==> config.mk <==
export PLATFORM = sky130hd
export DESIGN_NAME = lden_mul
export DESIGN_NICKNAME = d
export VERILOG_FILES = /design/src/lden_pkg.sv /design/src/lden_mul.sv
export SDC_FILE = /design/constraint.sdc
export NUM_CORES = 2
export LEC_CHECK = 0
export BUFFER_PORTS_ARGS = -buffer_cell sky130_fd_sc_hd__clkbuf_2
export CAP_MARGIN = 10
export CORE_MARGIN = 2
export CORE_UTILIZATION = 59
export DETAILED_ROUTE_END_ITERATION = 8
export GPL_TIMING_DRIVEN = 0
export PLACE_DENSITY = 0.8
export SYNTH_ARGS = -nofsm -noshare
export SYNTH_HDL_FRONTEND = slang
export SYNTH_SLANG_ARGS = --single-unit
==> constraint.sdc <==
create_clock -name clk -period 11.55 [get_ports clk]
set_clock_uncertainty 0.1 [all_clocks]
set_input_delay 1.155 -clock clk [delete_from_list [all_inputs] [get_ports clk]]
set_output_delay 1.155 -clock clk [all_outputs]
set_load 0.005 [all_outputs]
==> src/lden_pkg.sv <==
// Package for the lossy delay network emulator: payload types, opcodes, constants.
// No dependencies.
package lden_pkg;

	localparam logic [63:0] GOLDEN_STEP = 64'h9E3779B97F4A7C15;
	localparam logic [63:0] MIX_MUL_A   = 64'hBF58476D1CE4E5B9;
	localparam logic [63:0] MIX_MUL_B   = 64'h94D049BB133111EB;

	typedef enum logic [1:0] {
		OP_SUBMIT  = 2'd0,
		OP_COLLECT = 2'd1,
		OP_ADVANCE = 2'd2,
		OP_NONE    = 2'd3
	} op_t;

	typedef enum logic [1:0] {
		REG_LOSS    = 2'd0,
		REG_LATENCY = 2'd1,
		REG_JITTER  = 2'd2,
		REG_SEED    = 2'd3
	} reg_idx_t;

	typedef struct packed {
		logic [1:0]  operation;
		logic [31:0] src_address;
		logic [15:0] src_port;
		logic [15:0] dst_port;
		logic [31:0] payload_tag;
		logic [15:0] payload_length;
		logic [15:0] buffer_size;
		logic [31:0] advance_ticks;
	} in_item_t;

	typedef struct packed {
		logic        found;
		logic [31:0] from_address;
		logic [15:0] from_port;
		logic [31:0] delivered_tag;
		logic [15:0] delivered_length;
		logic [31:0] sent_count;
		logic [31:0] dropped_count;
		logic [31:0] reordered_count;
		logic        table_full;
	} out_item_t;

	typedef struct packed {
		logic [1:0]  index;
		logic [63:0] data;
	} cfg_item_t;

	// Multiplier request/response between sequencer and shared multiplier
	typedef struct packed {
		logic        start;
		logic [63:0] a;
		logic [63:0] b;
	} mul_req_t;

	typedef struct packed {
		logic        done;
		logic [63:0] lo;
		logic [63:0] hi;
	} mul_rsp_t;

endpackage

==> src/lden_mul.sv <==
// Shared 64x64 multiplier built from one 32x32 partial product per cycle.
// Depends on lden_pkg. Accumulates the partial products into the full 128-bit product.
module lden_mul import lden_pkg::*; (
	input  logic     clk,
	input  logic     arst_n,
	input  mul_req_t req,
	output mul_rsp_t rsp
);

	logic [63:0]  a_q, b_q;
	logic [127:0] acc_q;
	logic [2:0]   step_q;
	logic         busy_q;
	logic         done_q;
	logic [31:0]  pa, pb;
	logic [63:0]  pp;
	logic [1:0]   sh_words;
	logic [127:0] pp_sh;

	// Select the partial product for this step
	always_comb begin
		pa = step_q[0] ? a_q[63:32] : a_q[31:0];
		pb = step_q[1] ? b_q[63:32] : b_q[31:0];
		pp = pa * pb;
		sh_words = {1'b0, step_q[0]} + {1'b0, step_q[1]};
		pp_sh = {64'd0, pp} << {sh_words, 5'd0};
	end

	always_ff @(posedge clk or negedge arst_n) begin
		if (!arst_n) begin
			busy_q <= 1'b0;
			step_q <= '0;
			done_q <= 1'b0;
			a_q <= '0;
			b_q <= '0;
			acc_q <= '0;
		end else begin
			done_q <= 1'b0;
			if (req.start) begin
				busy_q <= 1'b1;
				step_q <= '0;
				a_q <= req.a;
				b_q <= req.b;
				acc_q <= '0;
			end else if (busy_q) begin
				acc_q <= acc_q + pp_sh;
				step_q <= step_q + 3'd1;
				if (step_q == 3'd3) begin
					busy_q <= 1'b0;
					done_q <= 1'b1;
				end
			end
		end
	end

	assign rsp.done = done_q;
	assign rsp.lo = acc_q[63:0];
	assign rsp.hi = acc_q[127:64];

endmodule

==> results.md <==
- Status: finished, violations left
- Violated checks: setup timing
- Post-Layout Cell Count: 7729
- Initial core utilization: 59.3%
- Dominant cells by area after synthesis: fa_1, dfrtp_1, ha_1
- Syn nets: 7368
- Die Ht: 301 um
- Clk_lat worst skew: 660 ps
- Reg2reg start: step_q[0]
- Avg Cell Area, Syn: 8.78 um2
- Pins over their slew limit: 0
- Die width: 301 um
- Worst path most repeated cell: fa_1
- Synth Flop Type: dfrtp_1
- RSZ-0062 raised after global routing: yes
- Critical path required time: 11980 ps
- Critical path startpoint category: flip-flop
- Fraction of registers with async set/reset: 100%
- Number of global-route vias before repair: 50500
- Drt first pass iters: 9
- Slowest-stage cell, CP: mux2i_1
- Relative slew slack: 10.1%
- Fmax: 81.4 MHz
- DIE AREA: 0.0909 mm2
- Yosys cell types: 91
- Post-route setup slack: -728 ps
- Clock transition at path regs: 60 ps
- Synth Area in Compound Gates: 10.3%
- Input/output buffers: 258
- CTS sink cnt: 261
- WS Path Type: flip-flop to flip-flop
- Tcrit/Tclk final: 106%
- DR iter-0 viols: 5725
- Number of max-cap violations: 0
- Synth Area in Simple Gates: 14.7%
- CTS tree: yes
- Synthesized flop and latch total: 261
- CP Capture Type: flip-flop
- Yosys top cell area share: 34.4%
- Routed WL: 230000 um
- Placed cell count: 7384
- Largest net degree at the start of global routing: 105
- Overall routing resource usage: 50.1%
- DRC: 0
- Area share of xor/xnor cells in the synthesized design: 3.07%
- FP Rows: 109
- Proportion of synthesized area in mux cells: 6.82%
- Post-synth EDFFs: 0
- H-Tree Depth: 2
- Worst-path maximum fanout: 10
- Grt ovf: 0
- Sequential area share after synthesis: 12.5%
- Core area: 0.0881 mm2
- Synth area leader: fa_1
- IO Count: 260
- Synthesized cell area: 0.0522 mm2
- Final setup fails: 60
- Final estimated routing congestion in global placement: 1.08
- Worst Tran Pin Value: 1350 ps
- Crit path arrival time: 12700 ps
- Via count: 50000
- Hpwl dp: 175000 um
- Post-route ant nets: 0
- Root Buffer: clkbuf_16
- CTS max path bufs: 3
- Layout area overhead: 21.8%
- Global-route wire length before repair: 329000 um
- Via density: 6.47
- Initial antenna violation count: 11
- Hold Crit Class: input port to asynchronous set/reset pin
- Largest family of logic cells by synthesized area: adder cells
- Worst path max stage delay: 720 ps
- Reg2Reg Setup Slack: -730 ps
- Min cycle time layout: 12280 ps
- Syn Inst Count: 5948
- Share of layout cells above drive strength 1: 21.2%
- Adder-cell area share of the yosys netlist: 43.8%
- CTS Buf Count: 37
- Synthesis Warnings: 0
- Capturing point of the worst reg2reg path: acc_q[127]
- Routed wire length per instance: 29.8 um
- Post-layout net count: 7950
- Fin. Hold Viols: 0
- FF-to-FF path depth: 42
-- metrics by stage --
stage | util [%] | setup WS [ps] | cell area, um2 | setup TNS [ps] | hold slack (ps)
after floorplan | - | 132 | 52200 | 0 | 375
after global placement | 62.4 | -4600 | 55000 | -348210 | 385
after detailed placement | 62.7 | -4560 | 55200 | -335610 | 393
after CTS | 70.0 | -248 | 61700 | -379 | 411
after global routing | 72.1 | -742 | 63600 | -21220 | 448
final | 72.2 | -728 | 63600 | -17480 | 409
-- Yosys cell counts, types with 8 or more instances --
| cell type | count |
|---|---|
| buf_1 | 24 |
| nand3_1 | 35 |
| or2_2 | 10 |
| nand2b_1 | 24 |
| o21ai_1 | 22 |
| a31oi_1 | 19 |
| o221ai_1 | 9 |
| inv_1 | 891 |
| fa_1 | 897 |
| and4_1 | 13 |
| buf_2 | 18 |
| xor2_1 | 85 |
| o21bai_1 | 48 |
| o22ai_1 | 42 |
| dfrtp_1 | 261 |
| clkbuf_1 | 279 |
| a21o_1 | 116 |
| and3_1 | 21 |
| o211ai_1 | 12 |
| o21ai_0 | 174 |
| or3_1 | 13 |
| nor3_1 | 33 |
| o21a_1 | 21 |
| and2_1 | 40 |
| a22o_1 | 9 |
| a211oi_1 | 15 |
| xnor2_1 | 98 |
| nor2b_1 | 26 |
| mux2i_1 | 142 |
| nor4_1 | 9 |
| mux2_2 | 190 |
| a21oi_1 | 250 |
| o31ai_1 | 14 |
| ha_1 | 392 |
| nand4_1 | 82 |
| nand2_1 | 665 |
| a21boi_0 | 8 |
| nor2_1 | 829 |
-- critical path: cells and delay by family, from the launching register on --
| family | cells | cell delay, ps |
|---|---|---|
| xor gates and xnor gates | 2 | 410 |
| and+or+nand+nor | 8 | 1760 |
| muxes | 2 | 840 |
| buffers and inverters | 7 | 1370 |
| AOI/OAI and AO/OA | 13 | 3020 |
| DFF | 1 | 410 |
| adders and majority gates | 10 | 4210 |
-- worst max-delay path by stage --
stage,end,depth (start not counted),from
final,acc_q[127],42,step_q[0]
after global routing,acc_q[127],41,step_q[0]
after CTS,acc_q[127],45,step_q[1]
after detailed placement,acc_q[127],41,step_q[0]
after global placement,acc_q[115],40,step_q[1]
after floorplan,acc_q[126],42,step_q[1]
-- registers in the layout, indices dropped and copies added (netlist names) --
name,cells
a_q,64
done_q,1
step_q,3
b_q,64
busy_q,1
acc_q,128
-- placed cells by master, fill, tap and decap left out, types with 19 or more instances in the layout --
cell type	instances
nand3_1	33
nor2_2	21
o22ai_1	39
xor2_1	70
mux2_4	37
clkbuf_8	64
mux2i_4	56
fa_2	21
o21ai_0	139
nand2b_1	24
nor2b_1	24
inv_1	887
nor2_1	794
buf_6	28
nand2_1	654
nand4_1	82
clkbuf_2	273
a21oi_1	211
nor3_1	24
ha_4	27
mux2i_1	73
a21oi_2	31
a21o_1	113
mux2_2	153
fa_1	876
o21ai_1	36
clkbuf_16	56
o21a_1	19
o21bai_1	45
xnor2_1	78
buf_4	253
clkbuf_4	34
buf_12	33
and2_1	34
clkbuf_1	128
dfrtp_1	259
ha_1	354
-- kinds of logic after synthesis --
group                    after synthesis
XOR/XNOR                             183
buffers and inverters               1216
flip-flops                           261
adder cells (fa/ha/maj)             1289
AND/OR/NAND/NOR                     1824
AO/OA/AOI/OAI                        843
multiplexers                         332
-- routing by layer --
layer	global-route usage [%]	share of wire, %	routed length (um)
met3	20.4	15	35300
met4	40.7	11	25300
met5	1.06	0.048	110
met1	58.4	32	74600
met2	72.7	41	94900
-- area by class of cell --
class | count | area, um2
Timing Repair Buffer | 564 | 4280
Sequential cell | 261 | 6530
Clock buffer | 50 | 1040
Clock inverter | 12 | 191
Antenna cell | 11 | 27.5
Buffer | 303 | 2500
Multi-Input combinational cell | 4471 | 44200
Tap cell | 1165 | 1460
Fill cell | 6378 | 24500
Inverter | 892 | 3350
-- timing repair --
| action | 4_1_cts | 5_1_grt |
|---|---|---|
| gates resized for setup | 826 | 247 |
| gates cloned | 8 | 0 |
| pin swaps | 88 | 131 |
| endpoints found under the setup margin | 109 | 84 |
| setup buffers | 182 | 105 |
| hold buffers | 0 | 0 |
Power is not shown: default switching activity piles up to over one toggle a cycle in this logic, so the estimate is an artifact.
